## config.mk

```make
export PLATFORM = sky130hd
export DESIGN_NAME = combination_stepper
export DESIGN_NICKNAME = d
export VERILOG_FILES = /design/src/hw/rtl/cmbstp_pkg.sv /design/src/hw/rtl/combination_stepper.sv
export SDC_FILE = /design/constraint.sdc
export NUM_CORES = 1
export LEC_CHECK = 0
export ABC_AREA = 1
export ABC_CLOCK_PERIOD_IN_PS = 12700
export BUFFER_PORTS_ARGS = -buffer_cell sky130_fd_sc_hd__buf_2
export CAP_MARGIN = 30
export CORE_MARGIN = 4
export CORE_UTILIZATION = 45
export CTS_CLUSTER_DIAMETER = 120
export DETAILED_ROUTE_END_ITERATION = 10
export HOLD_SLACK_MARGIN = 0.12
export PLACE_DENSITY_LB_ADDON = 0.3
export SYNTH_ARGS = -nofsm -noshare
export SYNTH_HDL_FRONTEND = slang
export SYNTH_SLANG_ARGS = --single-unit
```

## constraint.sdc

```tcl
create_clock -name clk -period 12.7 [get_ports clk]
set_input_delay 0.635 -clock clk [delete_from_list [all_inputs] [get_ports clk]]
set_output_delay 0.635 -clock clk [all_outputs]
set_load 0.005 [all_outputs]
```

## src/hw/rtl/cmbstp_pkg.sv

```systemverilog
// ----------------------------------------------------------------------------
// cmbstp_pkg
// Shared types and constants for the k-of-n combination stepper.
// ----------------------------------------------------------------------------
package cmbstp_pkg;

    localparam int DEF_MAX_K = 16;
    localparam int DEF_MAX_N = 256;

    localparam int ELEM_W   = 8;
    localparam int N_W      = 9;
    localparam int K_W      = 5;
    localparam int OP_W     = 3;
    localparam int IDX_W    = 4;
    localparam int STATUS_W = 3;
    localparam int CFG_W    = 9;

    localparam logic [16:0] N_RESET = 17'd16;
    localparam logic [K_W-1:0] K_RESET = 5'd4;

    localparam logic CFG_N_TOTAL  = 1'b0;
    localparam logic CFG_K_CHOSEN = 1'b1;

    typedef enum logic [OP_W-1:0] {
        OP_FIRST = 3'd0,
        OP_LAST  = 3'd1,
        OP_NEXT  = 3'd2,
        OP_PREV  = 3'd3,
        OP_WRITE = 3'd4,
        OP_READ  = 3'd5,
        OP_CHECK = 3'd6
    } op_t;

    typedef enum logic [STATUS_W-1:0] {
        ST_OK      = 3'd0,
        ST_NO_MORE = 3'd1,
        ST_INVALID = 3'd2,
        ST_RANGE   = 3'd3,
        ST_BAD_CFG = 3'd4
    } status_t;

endpackage

```

## src/hw/rtl/combination_stepper.sv

```systemverilog
// ----------------------------------------------------------------------------
// combination_stepper
// Holds a k-of-n combination and steps it in lexicographic order.
// ----------------------------------------------------------------------------
// Usage:
//   Requests enter on in_valid/in_stall with opcode, elem_index, elem_value.
//   Each request gives exactly one response on out_valid/out_stall carrying
//   status and read_value. n_total and k_chosen are written on the cfg port
//   (cfg_write, cfg_index, cfg_data) while no request is in flight.
//   The elements live in a small single-port-read memory; one sequencer walks
//   it with one compare/increment unit, one element per cycle.
//   Write responds straight from idle, read passes through S_LOAD, first/last
//   refill up, check scans up, and next/prev scan down then refill up.
//   in_stall stays high from accept until the response is loaded into the
//   output register; the next request can be accepted in the same cycle that
//   response appears, even while it still waits under out_stall. A stalled
//   response holds the sequencer in its final state until the output
//   register frees.
//   Reset: n_total=16, k_chosen=4, entry i holds i (per-entry valid flags).
// ----------------------------------------------------------------------------
module combination_stepper #(
    parameter int MAX_K = cmbstp_pkg::DEF_MAX_K,
    parameter int MAX_N = cmbstp_pkg::DEF_MAX_N
) (
    input  logic                            clk,
    input  logic                            rst_n,
    input  logic                            cfg_write,
    input  logic                            cfg_index,
    input  logic [cmbstp_pkg::CFG_W-1:0]    cfg_data,
    input  logic                            in_valid,
    output logic                            in_stall,
    input  logic [cmbstp_pkg::OP_W-1:0]     opcode,
    input  logic [cmbstp_pkg::IDX_W-1:0]    elem_index,
    input  logic [cmbstp_pkg::ELEM_W-1:0]   elem_value,
    output logic                            out_valid,
    input  logic                            out_stall,
    output logic [cmbstp_pkg::STATUS_W-1:0] status,
    output logic [cmbstp_pkg::ELEM_W-1:0]   read_value
);
    import cmbstp_pkg::*;

    localparam int IW  = (MAX_K > 1) ? $clog2(MAX_K) : 1;
    localparam int CW  = $clog2(MAX_K + 1);
    localparam int SW  = N_W + 1;

    typedef enum logic [4:0] {
        S_IDLE = 5'b00001,
        S_LOAD = 5'b00010,
        S_SCAN = 5'b00100,
        S_FILL = 5'b01000,
        S_RESP = 5'b10000
    } state_t;

    state_t                state_reg, state_next;
    op_t                   op_reg, op_next;
    status_t               res_status_reg, res_status_next;
    logic [ELEM_W-1:0]     res_rd_reg, res_rd_next;
    logic [CW-1:0]         ptr_reg, ptr_next;
    logic [ELEM_W-1:0]     val_reg, val_next;
    logic [ELEM_W-1:0]     cur_reg, cur_next;

    logic [N_W-1:0]        n_total_reg;
    logic [K_W-1:0]        k_chosen_reg;

    logic                  out_valid_reg;
    status_t               out_status_reg;
    logic [ELEM_W-1:0]     out_rd_reg;

    logic [ELEM_W-1:0]     mem [MAX_K];
    logic [MAX_K-1:0]      vld_reg;
    logic [ELEM_W-1:0]     rdata_reg;
    logic                  mem_we;
    logic [IW-1:0]         mem_wa;
    logic [ELEM_W-1:0]     mem_wd;
    logic [IW-1:0]         rd_addr;

    logic                  in_fire;
    logic                  cfg_bad;
    logic                  resp_load;
    logic [CW-1:0]         kc;
    logic [CW-1:0]         km1;
    logic [CW-1:0]         ptr_p1;
    logic [CW-1:0]         ptr_p2;
    logic [N_W-1:0]        nk;
    logic [SW-1:0]         nk_ptr;
    logic                  fwd_match;
    logic                  bwd_chain;
    logic                  chk_bad;

    assign in_stall  = (state_reg != S_IDLE);
    assign in_fire   = in_valid && !in_stall;
    assign out_valid = out_valid_reg;
    assign status    = out_status_reg;
    assign read_value = out_rd_reg;

    assign cfg_bad = (n_total_reg == '0) || (N_W'(k_chosen_reg) > n_total_reg) ||
                     (32'(n_total_reg) > 32'(MAX_N)) || (32'(k_chosen_reg) > 32'(MAX_K));
    assign kc      = CW'(k_chosen_reg);
    assign km1     = kc - CW'(1);
    assign ptr_p1  = ptr_reg + CW'(1);
    assign ptr_p2  = ptr_reg + CW'(2);
    assign nk      = n_total_reg - N_W'(k_chosen_reg);
    assign nk_ptr  = SW'(nk) + SW'(ptr_reg);

    // shared compare unit, one element per cycle
    assign fwd_match = (SW'(rdata_reg) == nk_ptr);
    assign bwd_chain = ({1'b0, cur_reg} == ({1'b0, rdata_reg} + 9'd1));
    assign chk_bad   = ({1'b0, rdata_reg} >= n_total_reg) ||
                       ((ptr_reg != '0) && (cur_reg >= rdata_reg));

    assign resp_load = (state_reg == S_RESP) && (!out_valid_reg || !out_stall);

    always_comb
    begin
        state_next      = state_reg;
        op_next         = op_reg;
        res_status_next = res_status_reg;
        res_rd_next     = res_rd_reg;
        ptr_next        = ptr_reg;
        val_next        = val_reg;
        cur_next        = cur_reg;
        mem_we          = 1'b0;
        mem_wa          = ptr_reg[IW-1:0];
        mem_wd          = val_reg;
        rd_addr         = ptr_reg[IW-1:0];

        case (state_reg)
            S_IDLE:
            begin
                if (in_fire)
                begin
                    op_next         = op_t'(opcode);
                    res_status_next = ST_OK;
                    res_rd_next     = '0;
                    state_next      = S_RESP;
                    if (cfg_bad)
                    begin
                        res_status_next = ST_BAD_CFG;
                    end
                    else
                    begin
                        case (op_t'(opcode))
                            OP_FIRST, OP_LAST:
                            begin
                                if (kc != '0)
                                begin
                                    ptr_next   = '0;
                                    val_next   = (op_t'(opcode) == OP_FIRST) ? '0 : nk[ELEM_W-1:0];
                                    state_next = S_FILL;
                                end
                            end
                            OP_NEXT, OP_PREV:
                            begin
                                if (kc == '0)
                                begin
                                    res_status_next = ST_NO_MORE;
                                end
                                else
                                begin
                                    ptr_next   = km1;
                                    rd_addr    = km1[IW-1:0];
                                    state_next = (op_t'(opcode) == OP_NEXT) ? S_SCAN : S_LOAD;
                                end
                            end
                            OP_WRITE:
                            begin
                                if (K_W'(elem_index) >= k_chosen_reg)
                                begin
                                    res_status_next = ST_RANGE;
                                end
                                else
                                begin
                                    mem_we = 1'b1;
                                    mem_wa = IW'(elem_index);
                                    mem_wd = elem_value;
                                end
                            end
                            OP_READ:
                            begin
                                if (K_W'(elem_index) >= k_chosen_reg)
                                begin
                                    res_status_next = ST_RANGE;
                                end
                                else
                                begin
                                    rd_addr    = IW'(elem_index);
                                    state_next = S_LOAD;
                                end
                            end
                            OP_CHECK:
                            begin
                                if (kc != '0)
                                begin
                                    ptr_next   = '0;
                                    rd_addr    = '0;
                                    state_next = S_SCAN;
                                end
                            end
                            default:
                            begin
                                res_status_next = ST_INVALID;
                            end
                        endcase
                    end
                end
            end

            S_LOAD:
            begin
                if (op_reg == OP_READ)
                begin
                    res_rd_next = rdata_reg;
                    state_next  = S_RESP;
                end
                else if (ptr_reg == '0)
                begin
                    // prev with k of one: only the first entry can move
                    state_next = S_RESP;
                    if (rdata_reg == '0)
                    begin
                        res_status_next = ST_NO_MORE;
                    end
                    else
                    begin
                        mem_we = 1'b1;
                        mem_wa = '0;
                        mem_wd = rdata_reg - 8'd1;
                    end
                end
                else
                begin
                    cur_next   = rdata_reg;
                    ptr_next   = ptr_reg - CW'(1);
                    rd_addr    = IW'(ptr_reg - CW'(1));
                    state_next = S_SCAN;
                end
            end

            S_SCAN:
            begin
                case (op_reg)
                    OP_NEXT:
                    begin
                        if (!fwd_match)
                        begin
                            mem_we   = 1'b1;
                            mem_wa   = ptr_reg[IW-1:0];
                            mem_wd   = rdata_reg + 8'd1;
                            ptr_next = ptr_p1;
                            val_next = rdata_reg + 8'd2;
                            state_next = (ptr_p1 < kc) ? S_FILL : S_RESP;
                        end
                        else if (ptr_reg == '0)
                        begin
                            res_status_next = ST_NO_MORE;
                            state_next      = S_RESP;
                        end
                        else
                        begin
                            ptr_next = ptr_reg - CW'(1);
                            rd_addr  = IW'(ptr_reg - CW'(1));
                        end
                    end
                    OP_PREV:
                    begin
                        // rdata is entry ptr, cur is entry ptr+1
                        if (!bwd_chain)
                        begin
                            mem_we   = 1'b1;
                            mem_wa   = ptr_p1[IW-1:0];
                            mem_wd   = cur_reg - 8'd1;
                            ptr_next = ptr_p2;
                            val_next = ELEM_W'(nk_ptr + SW'(2));
                            state_next = (ptr_p2 < kc) ? S_FILL : S_RESP;
                        end
                        else if (ptr_reg == '0)
                        begin
                            if (rdata_reg == '0)
                            begin
                                res_status_next = ST_NO_MORE;
                                state_next      = S_RESP;
                            end
                            else
                            begin
                                mem_we   = 1'b1;
                                mem_wa   = '0;
                                mem_wd   = rdata_reg - 8'd1;
                                ptr_next = CW'(1);
                                val_next = ELEM_W'(nk_ptr + SW'(1));
                                state_next = S_FILL;
                            end
                        end
                        else
                        begin
                            cur_next = rdata_reg;
                            ptr_next = ptr_reg - CW'(1);
                            rd_addr  = IW'(ptr_reg - CW'(1));
                        end
                    end
                    default:
                    begin
                        // validity check, ascending; cur holds the previous entry
                        if (chk_bad)
                        begin
                            res_status_next = ST_INVALID;
                            state_next      = S_RESP;
                        end
                        else if (ptr_reg == km1)
                        begin
                            state_next = S_RESP;
                        end
                        else
                        begin
                            cur_next = rdata_reg;
                            ptr_next = ptr_p1;
                            rd_addr  = ptr_p1[IW-1:0];
                        end
                    end
                endcase
            end

            S_FILL:
            begin
                mem_we   = 1'b1;
                mem_wa   = ptr_reg[IW-1:0];
                mem_wd   = val_reg;
                ptr_next = ptr_p1;
                val_next = val_reg + 8'd1;
                if (ptr_reg == km1)
                begin
                    state_next = S_RESP;
                end
            end

            S_RESP:
            begin
                if (resp_load)
                begin
                    state_next = S_IDLE;
                end
            end

            default:
            begin
                state_next = S_IDLE;
            end
        endcase
    end

    always_ff @(posedge clk or negedge rst_n)
    begin
        if (!rst_n)
        begin
            state_reg      <= S_IDLE;
            n_total_reg    <= N_RESET[N_W-1:0];
            k_chosen_reg   <= K_RESET;
            vld_reg        <= '0;
            out_valid_reg  <= 1'b0;
        end
        else
        begin
            state_reg <= state_next;
            if (cfg_write)
            begin
                case (cfg_index)
                    CFG_N_TOTAL:  n_total_reg  <= cfg_data;
                    CFG_K_CHOSEN: k_chosen_reg <= cfg_data[K_W-1:0];
                    default:      ;
                endcase
            end
            if (mem_we)
            begin
                vld_reg[mem_wa] <= 1'b1;
            end
            if (resp_load)
            begin
                out_valid_reg <= 1'b1;
            end
            else if (!out_stall)
            begin
                out_valid_reg <= 1'b0;
            end
        end
    end

    always_ff @(posedge clk)
    begin
        op_reg         <= op_next;
        res_status_reg <= res_status_next;
        res_rd_reg     <= res_rd_next;
        ptr_reg        <= ptr_next;
        val_reg        <= val_next;
        cur_reg        <= cur_next;
        if (resp_load)
        begin
            out_status_reg <= res_status_reg;
            out_rd_reg     <= res_rd_reg;
        end
    end

    // element store; entries never written read as their own index
    always_ff @(posedge clk)
    begin
        if (mem_we)
        begin
            mem[mem_wa] <= mem_wd;
        end
        rdata_reg <= vld_reg[rd_addr] ? mem[rd_addr] : ELEM_W'(rd_addr);
    end

    a_bad_cfg_resp: assert property (@(posedge clk) disable iff (!rst_n)
        (in_fire && cfg_bad) |=> (state_reg == S_RESP) && (res_status_reg == ST_BAD_CFG))
        else $error("bad configuration did not short-circuit to response");

    a_fill_bound: assert property (@(posedge clk) disable iff (!rst_n)
        (state_reg == S_FILL) |-> (ptr_reg < kc))
        else $error("fill pointer past k");

    a_scan_bound: assert property (@(posedge clk) disable iff (!rst_n)
        (state_reg == S_SCAN) |-> (ptr_reg < kc))
        else $error("scan pointer past k");

    a_rd_zero: assert property (@(posedge clk) disable iff (!rst_n)
        out_valid_reg |-> ((out_status_reg == ST_OK) || (out_rd_reg == '0)))
        else $error("nonzero read value on failed request");

    a_busy_stall: assert property (@(posedge clk) disable iff (!rst_n)
        (in_fire && !cfg_bad && (op_t'(opcode) == OP_NEXT) && (kc != '0))
        |=> in_stall && (state_reg == S_SCAN))
        else $error("step request did not start a scan");

endmodule
```

* Word level (Yosys, flattened, before mapping)
Memory sizes are Yosys's and may differ from the RTL's.
Cells that the tools add are included.
** Cells by class
- Equal/unequal tests :: 44
- Order comparisons :: 11
- Mux-type cells :: 126
- $add $sub $neg :: 14
- Reductions and logical operators :: 37
- Bitwise gates (word level) :: 2
** Operators by type and width (count)
- two-way mux 8 bit :: 25
- two-way mux 5 bit :: 30
- two-way mux 4 bit :: 20
- one-hot mux 8 bit (2 select lines) :: 5
- one-hot mux 8 bit (3 select lines) :: 2
- one-hot mux 5 bit (4 select lines) :: 2
- one-hot mux 4 bit (3 select lines) :: 3
- two-way mux 3 bit :: 10
- one-hot mux 5 bit (2 select lines) :: 3
- != test 3 bit, second input constant :: 9
- one-hot mux 5 bit (5 select lines) :: 1
- adder 8 x 1 -> 8 bit, second input constant :: 3
- != test 4 bit, second input constant :: 6
- adder 8 x 2 -> 8 bit, second input constant :: 2
- two-way mux 1 bit :: 16
- OR 16 bit :: 1
- subtractor 8 x 1 -> 8 bit, second input constant :: 2
- != test 2 bit, second input constant :: 7
- equality test 3 x 2 -> 1 bit, second input constant :: 4
- equality test 3 bit, second input constant :: 4
- adder 9 x 5 -> 10 bit :: 1
- equality test 8 x 10 -> 1 bit :: 1
- zero test 5 bit :: 2
- < comparator 4 x 5 -> 1 bit, second input constant :: 2
- other kinds (54) :: 73
** Word-level totals
- Flip-flop bits (word level) :: 90
- Bits of input ports :: 30
- Memories :: 1
- Bits in writable memories :: 128
** Memories
- mem :: words 16, bits a word 8, rd ports 1, clocked after Yosys merged registers in 0, wr ports 1, RTL line combination_stepper.sv:69 : logic [ELEM_W-1:0] mem [MAX_K];

* Longest topological paths before layout
Gate-level depths: netlist of run 1.
- Word-level depth :: 12
- Depth in mapped cells :: 36

* Least setup slack after synthesis of run 1
No wires, ideal clock.
- Path type :: register -> register
- Start point :: reg k_chosen_reg[0]
- End point :: mem mem[12][0], enable pin
- Cell stages (with the launch flop) :: 26
- Required time :: 12327 ps
- Slack :: 8645 ps
- Path buffers :: 1
- Arrival :: 3682 ps
- Cell sequence :: dfrtp_1 ha_1 fa_1 inv_1 nand2_1 nand2_1 xor2_1 ha_1 nand2_1 inv_1 nand2_1 nand3_1 nand3_2 nor2_2 nand2_1 nand2_1 nand2_1 nand2_1 nand3_2 buf_6 nand2_4 inv_2 a21oi_1 o2111ai_2 nand3_1 nor2_1
** Between the ends
- Word-level cells in the longest chain between the ends :: 9
- Elaborated cells on any way between the ends :: 23
- Classes of those cells :: 2 x add/sub; 3 x order compare; 1 x eq/ne; 14 x mux; 3 x reduce/logical
** RTL lines
- start, declared :: RTL line combination_stepper.sv:63 : logic [K_W-1:0] k_chosen_reg;
- start signal, assigned :: RTL line combination_stepper.sv:367 : CFG_K_CHOSEN: k_chosen_reg <= cfg_data[K_W-1:0];
- parallel branches: the longest is 9 deep, another holds adder 9 x 5 -> 10 bit
- end, declared :: RTL line combination_stepper.sv:69
Several ways; the timed one is not identified.

* Worst setup path in the final report of run 1
- Start point :: reg k_chosen_reg[2]
- End point :: reg rdata_reg[5]
** Between the ends
- Word-level cells in the longest chain between the ends :: 9
- Elaborated cells on any way between the ends :: 27
- Classes of those cells :: 3 x add/sub; 3 x order compare; 2 x eq/ne; 13 x mux; 5 x reduce/logical; 1 x memory
** RTL lines
- parallel branches: the longest is 6 deep, another holds adder 9 x 5 -> 10 bit
- one-hot mux 4 bit (3 select lines) * :: RTL line combination_stepper.sv:127 : case (state_reg)
- binary-select mux 1 bit (select 4 bit) :: RTL line combination_stepper.sv:408 : rdata_reg <= vld_reg[rd_addr] ? mem[rd_addr] : ELEM_W'(rd_addr);
- two-way mux 1 bit (implied by the code) :: RTL line combination_stepper.sv:408
- end signal, assigned :: RTL line combination_stepper.sv:408
- end, declared :: RTL line combination_stepper.sv:71 : logic [ELEM_W-1:0] rdata_reg;
Every way passes the cells marked *. The select of a mux whose other input is x is not followed.
A chain may end at the register's enable or synchronous reset.

==> results of run 1 <==
## path summary, 6_finish.rpt
path / from / end / slack (ns) / depth (start not counted)
min: opcode[0] / op_reg[0] / 0.30 / 1
max in group asynchronous: rst_n / state_reg[0] / 11.60 / 3
min in group asynchronous: rst_n / k_chosen_reg[3] / 0.55 / 2
max reg2reg: k_chosen_reg[2] / rdata_reg[5] / 7.14 / 34
max: k_chosen_reg[2] / rdata_reg[5] / 7.14 / 34
min reg2reg: res_rd_reg[1] / read_value[1] / 0.42 / 0
## layout make-up
cell class	count	area (sq um)
Multi-Input combinational cell	1208	6544
Timing Repair Buffer	55	351.6
Fill cell	2948	15200
Inverter	227	855.8
Sequential cell	218	6290
Clock inverter	14	249.0
Clock buffer	32	683.2
Tap cell	396	495.5
## placed cells by master, fill, tap and decap left out, drive strengths merged, types with 33 or more instances in the layout
master,instances
nand2,414
inv,225
nand3,209
edfxtp,174
nor2,114
o21ai,98
a21oi,87
ha,57
buf,54
nand3b,40
dfrtp,33
## cell usage after synthesis, types with 5 or more instances
library cell  number  area (sq um)
nand3b_1          40         300.3
or2_1              5         31.28
nor3_1            17         85.08
buf_2             13         65.06
nor2_2             6         37.54
inv_2             12         45.04
ha_1              57         713.2
dfrtp_1           33         825.8
o22ai_1           16         100.1
clkbuf_1          27         101.4
a21oi_1           84         420.4
xor2_1            32         280.3
o221ai_1           8         70.07
nand2_1          407          1528
o21ai_0           92         460.4
buf_6              7         78.83
nor2_1           106         397.9
nand3_1          204          1021
nand2_2            6         37.54
dfxtp_1            8         160.2
xnor2_1            7         61.31
o2111ai_1         14         122.6
o211ai_1           9         67.56
edfxtp_1         174          5225
buf_4             11         82.58
nand4_1           25         156.4
inv_1            209         784.5
or2_2             16         100.1
## cell families after synthesis
| family | after synthesis |
|---|---|
| xor+xnor | 39 |
| simple gates | 848 |
| buf+inv | 288 |
| compound gates | 262 |
| fa+ha+maj | 59 |
| flops | 218 |
## metrics by stage
stage               setup slack [ns]  utilization (%)  std cells
global route                   6.628            50.44       2150
floorplan                      8.645                -       1714
finish                         7.135            50.44       2150
global placement               7.294            47.11       2098
detailed placement             7.229            47.30       2102
CTS                            7.199            50.34       2148
## power by group through the flow
stage | Clock (mW) | Sequential, mW | Combinational, mW
detailed placement | 0 | 1.07 | 1.87
global route | 0.858 | 1.06 | 2.11
finish | 0.814 | 1.06 | 1.92
floorplan | 0 | 1.00 | 1.39
CTS | 0.825 | 1.05 | 1.88
global placement | 0 | 1.07 | 1.81
## worst max-delay path: cells and delay by family, from the launching register on
family / cells / cell delay (ns)
compound gates: 1 / 0.21
simple gates: 25 / 2.60
buf+inv: 5 / 1.09
xor+xnor: 1 / 0.23
flops: 1 / 0.54
fa+ha+maj: 2 / 0.73
## repair_timing
action,CTS,global route
hold buffers,0,1
endpoints found under the hold margin,0,12
gates resized for setup,0,0
## metal layers
metal  up-vias  wire (microns)  global-route usage [%]
met5         -               0                       0
met4         0            1399                   8.400
met3       113            3939                   3.335
met2       628           19230                   39.04
met1      5901           19120                   36.98
li1       5894               -                       -
==> qor.yml, run 1 <==
die:
  die_h_microns: 184.5
  die_w_microns: 184.5
  initial_core_util_pct: 45.70
  ios: 43
  core_area_sq_um: 30670
  rows: 64
  dieArea_sq_um: 34030
critical_path:
  crit_top_cell: "nand2_1"
  required_ns: 13.15
  slowest_delay_ns: 0.54
  crit_type: "reg -> reg"
  endpoint_kind: "flip-flop"
  crit_fanout: 74
  slowest_stage: "dfstp_2"
  startpoint_type: "flip-flop"
  cp.arrival_ns: 6.01
power_and_ir_drop:
  power_leakage_nw: 6.652
  pwr-share-clk_pct: 21.4
  p_switching_mw: 1.768
  p_total_mw: 3.795
  seqPwrFrac_pct: 27.9
  p_sw_share_pct: 46.60
  p_int_mw: 2.026
  power.density_nw_per_um2: 245.3
  comb_power_share_pct: 50.6
  ir_drop_uv: 183.3
grt:
  grt_pass1_wl_mm: 66.90
  gr-total-overflow: 0
  grt_pass1_vias: 11830
  grt_max_degree: 75
  antenna_found_initial: 0
  grt_usage_pct: 25.30
placement:
  hpwl_mm: 30.76
  portBuffers: 42
  gp_congestion: 1.013
  dpl-instance-area_sq_um: 14510
synthesis:
  synth-edff-count: 174
  synth_fp_nets: 1803
  ys_warn_count: 0
  synth_compound_area_share_pct: 11.19
  yosysUniqueCellTypes: 65
  synth_fa_ha_area_share_pct: 5.374
  syn_avg_cell_area_sq_um: 8.177
  synth-seq-cells: 218
  ys_seq_area_share_pct: 44.88
  synth.area.mux_share_pct: 0
  synthFlopType: "edfxtp_1"
  syn_inst: 1714
  synth_top_family_by_area: "simple AND/OR/NAND/NOR gates"
  synth-simple-area-share_pct: 27.58
  syn-cell-area_sq_um: 14020
  synth_xor_area_share_pct: 2.437
  synthArstFlopShare_pct: 16.51
cells_and_area:
  n_antenna_cell: 0
  drive_above_1_share_pct: 9.008
  largest_reg_flops: 128
  synthToLayoutAreaGrowth_pct: 10.36
  finalInstanceArea_sq_um: 15470
  nets: 1824
routing:
  drtPass1Iterations: 7
  ant_nets: 0
  drtIter0Drc: 1479
  drc: 0
  vias: 12540
  vias_per_cell: 5.831
  wl_per_cell_microns: 20.32
  routed_wirelength_mm: 43.69
timing:
  timing.hold.ws_ns: 0.3048
  fin_crit_ns: 5.565
  fmax_mhz: 179.7
  period_share_pct: 43.82
  tns_ns: 0
  rsz0062_at_grt: "no"
  worst_slew_pin_slew_ns: 0.9627
  relSlewSlack_pct: 35.82
  finalMaxSlewViolations: 0
  setup_violations: 0
  skew_ns: 0.02042
  finalHoldViolCount: 0
clock_network:
  cts_max_path_buffers: 3
  cts_buffers: 25
  htree_num_levels: 1
  clock_latency_ns: 0.56
  cts.sink_count: 218
  clkSlewWorstSetupHoldPaths_ns: 0.06
  root_buffer: "clkbuf_16"
  cts_tree: "yes"
  cts_post_setup_buffers_inserted: 0
job:
  max-cap-violations: 0
status:
  outcome: "finished clean"
worst_hold_path:
  hold_path_class: "in -> reg"
No activity file was read; power rests on OpenSTA's default activity.
==> run 2, diff against run 1 <==
- ABC_AREA: 1 -> 0
- ABC_CLOCK_PERIOD_IN_PS: 12700 -> 5200
- clock period: 12.7 -> 5.2 ns (I/O delays scaled with it)
==> run 2 against run 1 <==
Register-to-register slack got worse by 6.9 ns. Core utilization rose by 3.5 points. Design area rose by 3.6%. Sequential power rose by 140%. Count of clock-buffer cells in the layout fell by 2. Critical path depth fell by 11. Critical path type unchanged. Highest routed layer unchanged.
==> qor.yml, run 2 <==
grt:
  grt_pass1_vias: 10980  # -7.2%
  grt_pass1_wl_mm: 64.54  # -3.5%
  grt_max_degree: 37  # -51%
  grt_usage_pct: 24.58  # -0.72 points
  gr-total-overflow: 0  # unchanged
  antenna_found_initial: 0  # unchanged
critical_path:
  crit_chain: "inv_1 -> ha_4 -> nor2b_2 -> or2_2 -> a21oi_2 -> xnor2_2 -> ha_4 -> o21ai_0 -> nor2_1 -> nor2_2 -> o21bai_1 -> xnor3_2 -> a2bb2oi_4 -> buf_4 -> nor3_4 -> a311o_1 -> nand2_2 -> buf_12 -> buf_16 -> mux2i_1 -> mux2_2 -> o22ai_2 -> o21a_1"
  slowest_stage: "dfstp_2"
  crit_fanout: 14  # -81%
  crit_top_cell: "ha_4"
  startpoint_type: "flip-flop"
  cp.arrival_ns: 5.44  # -0.57 ns
  crit_buf_inv: 4  # -1
  slowest_delay_ns: 0.53  # about the same
  crit_type: "reg -> reg"
  required_ns: 5.68  # -7.47 ns
  critPathTopFamily: "compound AO/OA/AOI/OAI gates"
  endpoint_kind: "flip-flop"
synthesis:
  synth-seq-cells: 218  # unchanged
  syn-cell-area_sq_um: 13630  # -2.8%
  yosys.area.top_type: "edfxtp_1"
  synth-edff-count: 174  # unchanged
  synthFlopType: "edfxtp_1"
  synth_common_cells: "174 x edfxtp_1, 128 x nand2_1, 121 x nor2_1"
  yosys-top-cells-area: "edfxtp_1 38%, dfrtp_1 6.1%, mux2i_1 5.7%"
  synth_fp_nets: 1414  # -22%
  ys_seq_area_share_pct: 46.16  # +1.3 points
  synth_top_area_share_pct: 38.35  # +1.1 points
  yosysUniqueCellTypes: 92  # +42%
  yosysMostFrequentCell: "edfxtp_1"
  synthArstFlopShare_pct: 16.51  # unchanged
  syn_avg_cell_area_sq_um: 10.28  # +26%
  ys_warn_count: 0  # unchanged
  syn_inst: 1325  # -23%
routing:
  drc: 0  # unchanged
  routed_wirelength_mm: 42.03  # -3.8%
  drtPass1Iterations: 6  # -1
  vias_per_cell: 6.155  # +5.6%
  vias: 11340  # -9.6%
  drtIter0Drc: 1358  # -8.2%
  wl_per_cell_microns: 22.82  # +12%
  ant_nets: 0  # unchanged
cells_and_area:
  final_cell_mix: "174 x edfxtp_1, 125 x nand2_1, 119 x nor2_1"
  drive_above_1_share_pct: 18.94  # +9.9 points
  synthToLayoutAreaGrowth_pct: 17.63
  finish.utilization_pct: 53.93  # +3.5 points
  nets: 1522  # -17%
  finalInstanceArea_sq_um: 16030  # +3.6%
  n_antenna_cell: 0  # unchanged
  largest_reg_flops: 128  # unchanged
  layout_commonest_cell: "edfxtp_1"
timing:
  setup_violations: 0  # unchanged
  fin_crit_ns: 4.961  # -0.6039 ns
  worst_slew_pin_slew_ns: 1.121  # +0.1583 ns
  finalHoldViolCount: 0  # unchanged
  finalMaxSlewViolations: 0  # unchanged
  relSlewSlack_pct: 24.76  # -11 points
  fmax_mhz: 201.6  # +12%
  skew_ns: 0.01661  # -0.003811 ns
  period_share_pct: 95.40  # +52 points
placement:
  dpl-instance-area_sq_um: 14710  # +1.4%
  hpwl_mm: 30.49  # -0.87%
  gp_congestion: 0.9651  # -4.8%
  portBuffers: 42  # unchanged
clock_network:
  root_buffer: "clkbuf_16"
  clkSlewWorstSetupHoldPaths_ns: 0.06  # about the same
  htree_num_levels: 1  # unchanged
  cts_tree: "yes"
  clock_latency_ns: 0.55  # about the same
  cts_max_path_buffers: 3  # unchanged
  cts_buffers: 25  # unchanged
  cts.sink_count: 218  # unchanged
die:
  initial_core_util_pct: 45.85  # +0.15 points
  dieArea_sq_um: 33130  # -2.7%
  die_w_microns: 182.0  # -1.3%
  ios: 43  # unchanged
  die_h_microns: 182.0  # -1.3%
  core_area_sq_um: 29720  # -3.1%
  rows: 63  # -1.6%
worst_hold_path:
  hold_path_class: "in -> reg"
power_and_ir_drop:
  power.density_nw_per_um2: 646.2  # +160%
  ir_drop_uv: 342.3  # +87%
  power_leakage_nw: 6.293  # -5.4%
job:
  max-cap-violations: 0  # unchanged
status:
  outcome: "finished clean"
-- run 2: cell types whose count changed after synthesis, sizes merged, moves of 17 or more --
cell / delta
nand3: -174
a21oi: -25
xnor2: +43
mux2: +26
inv: -178
nand2: -284
a211oi: +21
o21ai: -23
nand3b: -33
and3: +17
clkbuf: +23
mux2i: +78
-- run 2: stage by stage --
step	cells	setup TNS, ns	setup slack [ns]	power [mW]	hold WS, ns
after global placement	1772	0	0.002128	8.007	0.4032
after detailed placement	1773	-0.2282	-0.08993	8.096	0.4057
after floorplan	1325	0	0.1082	6.380	-0.03559
after CTS	1834	0	0.01120	9.914	0.1882
after global routing	1842	-0.05052	-0.02549	10.96	0.2297
final	1842	0	0.2392	10.36	0.2023
-- run 2: path summary, 6_finish.rpt --
kind / depth (start not counted) / startpoint / endpoint / slack, ns
max: 23 / k_chosen_reg[2] / rdata_reg[6] / 0.24
min: 3 / cfg_write / k_chosen_reg[2] / 0.20
max reg2reg: 23 / k_chosen_reg[2] / rdata_reg[6] / 0.24
min reg2reg: 0 / res_rd_reg[2] / read_value[2] / 0.42
max in group asynchronous: 3 / rst_n / state_reg[0] / 4.44
min in group asynchronous: 2 / rst_n / k_chosen_reg[4] / 0.21
-- run 2: logic make-up after synthesis --
family                     after synthesis  share of synthesized area [%]
buffers and inverters                  117                          3.636
and+or+nand+nor                        420                          14.87
xor gates and xnor gates                73                          4.894
DFF                                    218                          46.16
AOI/OAI and AO/OA                      334                          17.01
muxes                                  104                          7.906
adders and majority gates               59                          5.528
-- run 2: final cells by class --
type,count,area [sq um]
tap,390,488.0
clock inverter,16,175.2
clock buffer,30,644.4
inverter,47,176.4
timing repair buffer,151,1176
sequential,218,6290
fill,2576,13690
multi-input combinational,990,7078
-- run 2: where the power goes --
group          internal, mW  switching, mW  leakage [nW]
Clock                  1.04          0.727         0.401
Combinational          2.44           3.57          3.80
Sequential             2.38          0.192          2.09
Total                  5.86           4.49          6.29
-- run 2: worst reg2reg max path, stage by stage (launching register included) --
cell,delay (ns)
dfstp_2,0.53
inv_1,0.07
ha_4,0.24
nor2b_2,0.16
or2_2,0.32
a21oi_2,0.20
xnor2_2,0.12
ha_4,0.30
o21ai_0,0.07
nor2_1,0.22
nor2_2,0.08
o21bai_1,0.19
xnor3_2,0.30
a2bb2oi_4,0.18
buf_4,0.18
nor3_4,0.23
a311o_1,0.28
nand2_2,0.14
buf_12,0.20
buf_16,0.17
mux2i_1,0.13
mux2_2,0.28
o22ai_2,0.18
o21a_1,0.13
-- run 2: per-layer routing --
metal	GRT usage (%)	vias up	routed length, microns
met3	4.087	100	3557
met5	0	-	0
met2	38.71	559	18850
li1	-	5190	-
met1	35.24	5488	18240
met4	6.815	0	1385
-- run 2: what timing repair did --
| action | CTS | global route |
|---|---|---|
| pin swaps | 0 | 10 |
| gates resized for setup | 1 | 39 |
| gates cloned | 0 | 2 |
| setup buffers | 0 | 5 |
| hold buffers | 15 | 0 |
| endpoints found under the hold margin | 54 | 0 |
| setup endpoints to repair | 7 | 104 |
==> run 3, diff against run 2 <==
- SETUP_SLACK_MARGIN: not set -> 0.5
==> run 3 against run 2 <==
Cell count is 1.8% higher. Critical path depth is 1 higher. Clock power is 6% lower. Design area is 5.4% higher. Sequential power hardly changed. Power is 12% higher. Worst hold slack better by 0.013 ns. Wire length is 4.0% higher. Setup slack better by 0.062 ns. Die area stayed put. Critical path type unchanged. Highest routed layer unchanged.
==> qor.yml, run 3 (same netlist as run 2, synthesis figures left out) <==
routing:
  drtIter0Drc: 1380  # +1.6%
  routed_wirelength_mm: 43.70  # +4.0%
  wl_per_cell_microns: 23.29  # +2.1%
  drc: 0  # unchanged
  drtPass1Iterations: 6  # unchanged
  ant_nets: 0  # unchanged
  vias_per_cell: 6.215  # +0.99%
  vias: 11660  # +2.8%
grt:
  grt_pass1_vias: 11550  # +5.2%
  grt_usage_pct: 25.59  # +1.0 points
  gr-total-overflow: 0  # unchanged
  grt_max_degree: 37  # unchanged
  antenna_found_initial: 0  # unchanged
  grt_pass1_wl_mm: 67.41  # +4.4%
timing:
  rsz0062_at_grt: "yes"
  setup_violations: 0  # unchanged
  relSlewSlack_pct: 38.74  # +14 points
  fmax_mhz: 204.1  # +1.3%
  period_share_pct: 94.21  # -1.2 points
  fin_ws_ns: 0.3012  # +0.06195 ns
  fin_crit_ns: 4.899  # -0.06195 ns
  skew_ns: 0.01012  # -0.006494 ns
  tns_ns: 0  # unchanged
  finalHoldViolCount: 0  # unchanged
  finalMaxSlewViolations: 0  # unchanged
  worst_slew_pin_slew_ns: 0.9170  # -0.2040 ns
  timing.hold.ws_ns: 0.2158  # +0.01346 ns
clock_network:
  clock_latency_ns: 0.53  # -0.02 ns
  cts_max_path_buffers: 3  # unchanged
  cts_tree: "yes"
  root_buffer: "clkbuf_16"
  cts.sink_count: 218  # unchanged
  cts_buffers: 23  # -8.0%
  clkSlewWorstSetupHoldPaths_ns: 0.06  # about the same
  htree_num_levels: 1  # unchanged
cells_and_area:
  drive_above_1_share_pct: 24.97  # +6.0 points
  stdcell_count: 1876  # +1.8%
  fillers: 2469  # -4.2%
  seqCellArea_sq_um: 6291  # about the same
  synthToLayoutAreaGrowth_pct: 24.03
  layout_commonest_cell: "edfxtp_1"
  n_antenna_cell: 0  # unchanged
  largest_reg_flops: 128  # unchanged
  nets: 1559  # +2.4%
  multiInputGateArea_sq_um: 7515  # +6.2%
  final_cell_mix: "174 x edfxtp_1, 125 x nand2_1, 107 x buf_4"
power_and_ir_drop:
  p_sw_share_pct: 42.74  # -0.64 points
  seqPwrFrac_pct: 22.4  # -2.4 points
  pwr-share-clk_pct: 14.4  # -2.7 points
  power_leakage_nw: 6.557  # +4.2%
  ir_drop_uv: 421.9  # +23%
  comb_power_share_pct: 63.2  # +5.1 points
  power.density_nw_per_um2: 685.7  # +6.1%
  p_switching_mw: 4.953  # +10%
  p_int_mw: 6.635  # +13%
critical_path:
  crit_type: "reg -> reg"
  crit_chain: "inv_2 -> ha_1 -> nor2b_2 -> o21a_1 -> nor2_2 -> xnor2_1 -> ha_1 -> o21ai_1 -> o21bai_1 -> a21oi_4 -> buf_4 -> nand2b_1 -> o211ai_1 -> a31o_2 -> buf_4 -> a31oi_2 -> o31ai_4 -> buf_6 -> nand2_1 -> o32ai_2 -> buf_4 -> or2_4 -> nand4_4 -> mux2i_1"
  worst_r2r_endpoint: "rdata_reg[0]"
  reg2reg_from: "k_chosen_reg[1]"
  required_ns: 5.60  # -0.08 ns
  endpoint_kind: "flip-flop"
  slowest_delay_ns: 0.43  # -0.10 ns
  slowest_stage: "dfrtp_2"
  crit_top_cell: "buf_4"
  worst-r2r-cell-count: 24  # +4.3%
  startpoint_type: "flip-flop"
  crit_fanout: 8  # -6
  cp.arrival_ns: 5.30  # -0.14 ns
  rrSetupSlack_ns: 0.30  # +0.06 ns
placement:
  dp_cells: 1767  # -0.34%
  dp_slack_ns: -0.06198  # +0.02796 ns
  portBuffers: 42  # unchanged
  gp_congestion: 1.007  # +4.4%
  hpwl_mm: 30.57  # +0.27%
die:
  core_area_sq_um: 29720  # unchanged
  dieArea_sq_um: 33130  # unchanged
  initial_core_util_pct: 45.85  # unchanged
  ios: 43  # unchanged
  die_h_microns: 182.0  # unchanged
  die_w_microns: 182.0  # unchanged
  rows: 63  # unchanged
status:
  outcome: "finished clean"
job:
  max-cap-violations: 0  # unchanged
worst_hold_path:
  hold_path_class: "in -> async"
## run 3: worst max path at each step
| stage | cells after the start | endpoint | from | slack [ns] |
|---|---|---|---|---|
| global route | 24 | rdata_reg[3] | k_chosen_reg[1] | 0.15 |
| CTS | 24 | rdata_reg[0] | n_total_reg[0] | 0.41 |
| finish | 24 | rdata_reg[0] | k_chosen_reg[1] | 0.30 |
| detailed placement | 23 | rdata_reg[2] | n_total_reg[0] | -0.06 |
| floorplan | 20 | rdata_reg[2] | k_chosen_reg[2] | 0.52 |
| global placement | 23 | rdata_reg[2] | n_total_reg[0] | 0.16 |
## run 3: power groups by stage
stage / sequential [mW] / combinational (mW) / clock (mW)
3_5_place_dp: 2.62 / 5.51 / 0
6_report: 2.60 / 7.32 / 1.67
2_1_floorplan: 2.51 / 3.91 / 0
4_1_cts: 2.59 / 6.82 / 1.70
3_3_place_gp: 2.63 / 5.40 / 0
5_1_grt: 2.61 / 7.75 / 1.77
## run 3: area by class of cell
type	count	area share, %
Multi-Input combinational cell	990	44.47
Sequential cell	218	37.23
Timing Repair Buffer	190	9.899
Clock buffer	29	3.539
Tap cell	390	2.887
Inverter	47	1.059
Clock inverter	12	0.9254
## run 3: per-stage QoR
stage | cell area, sq um | util [%] | power [mW]
floorplan | 13670 | - | 6.419
global placement | 14670 | 49.37 | 8.024
detailed placement | 14700 | 49.46 | 8.130
CTS | 16540 | 55.67 | 11.11
global route | 16900 | 56.87 | 12.13
finish | 16900 | 56.87 | 11.59
## run 3: critical path, delay by kind of cell (launching register included)
| kind | cells | cell delay (ns) |
|---|---|---|
| AO/OA/AOI/OAI | 9 | 1.88 |
| AND/OR/NAND/NOR | 6 | 0.82 |
| buffers and inverters | 5 | 0.76 |
| adder cells (fa/ha/maj) | 2 | 0.60 |
| flip-flops | 1 | 0.43 |
| multiplexers | 1 | 0.18 |
| XOR/XNOR | 1 | 0.10 |
## run 3: metal layers
layer	vias to the layer above	share of wire, %	GRT usage (%)
met1	5708	43	37.08
li1	5268	-	-
met2	570	45	39.17
met5	-	0	0
met3	114	8.6	3.986
met4	0	3.4	8.916
## run 3: what timing repair did
action / 4_1_cts / 5_1_grt
gates resized for setup: 86 / 62
endpoints found under the setup margin: 203 / 277
endpoints found under the hold margin: 54 / 0
cloned: 7 / 1
pin swaps: 36 / 33
buffers inserted: 38 / 6
hold buffers: 15 / 0
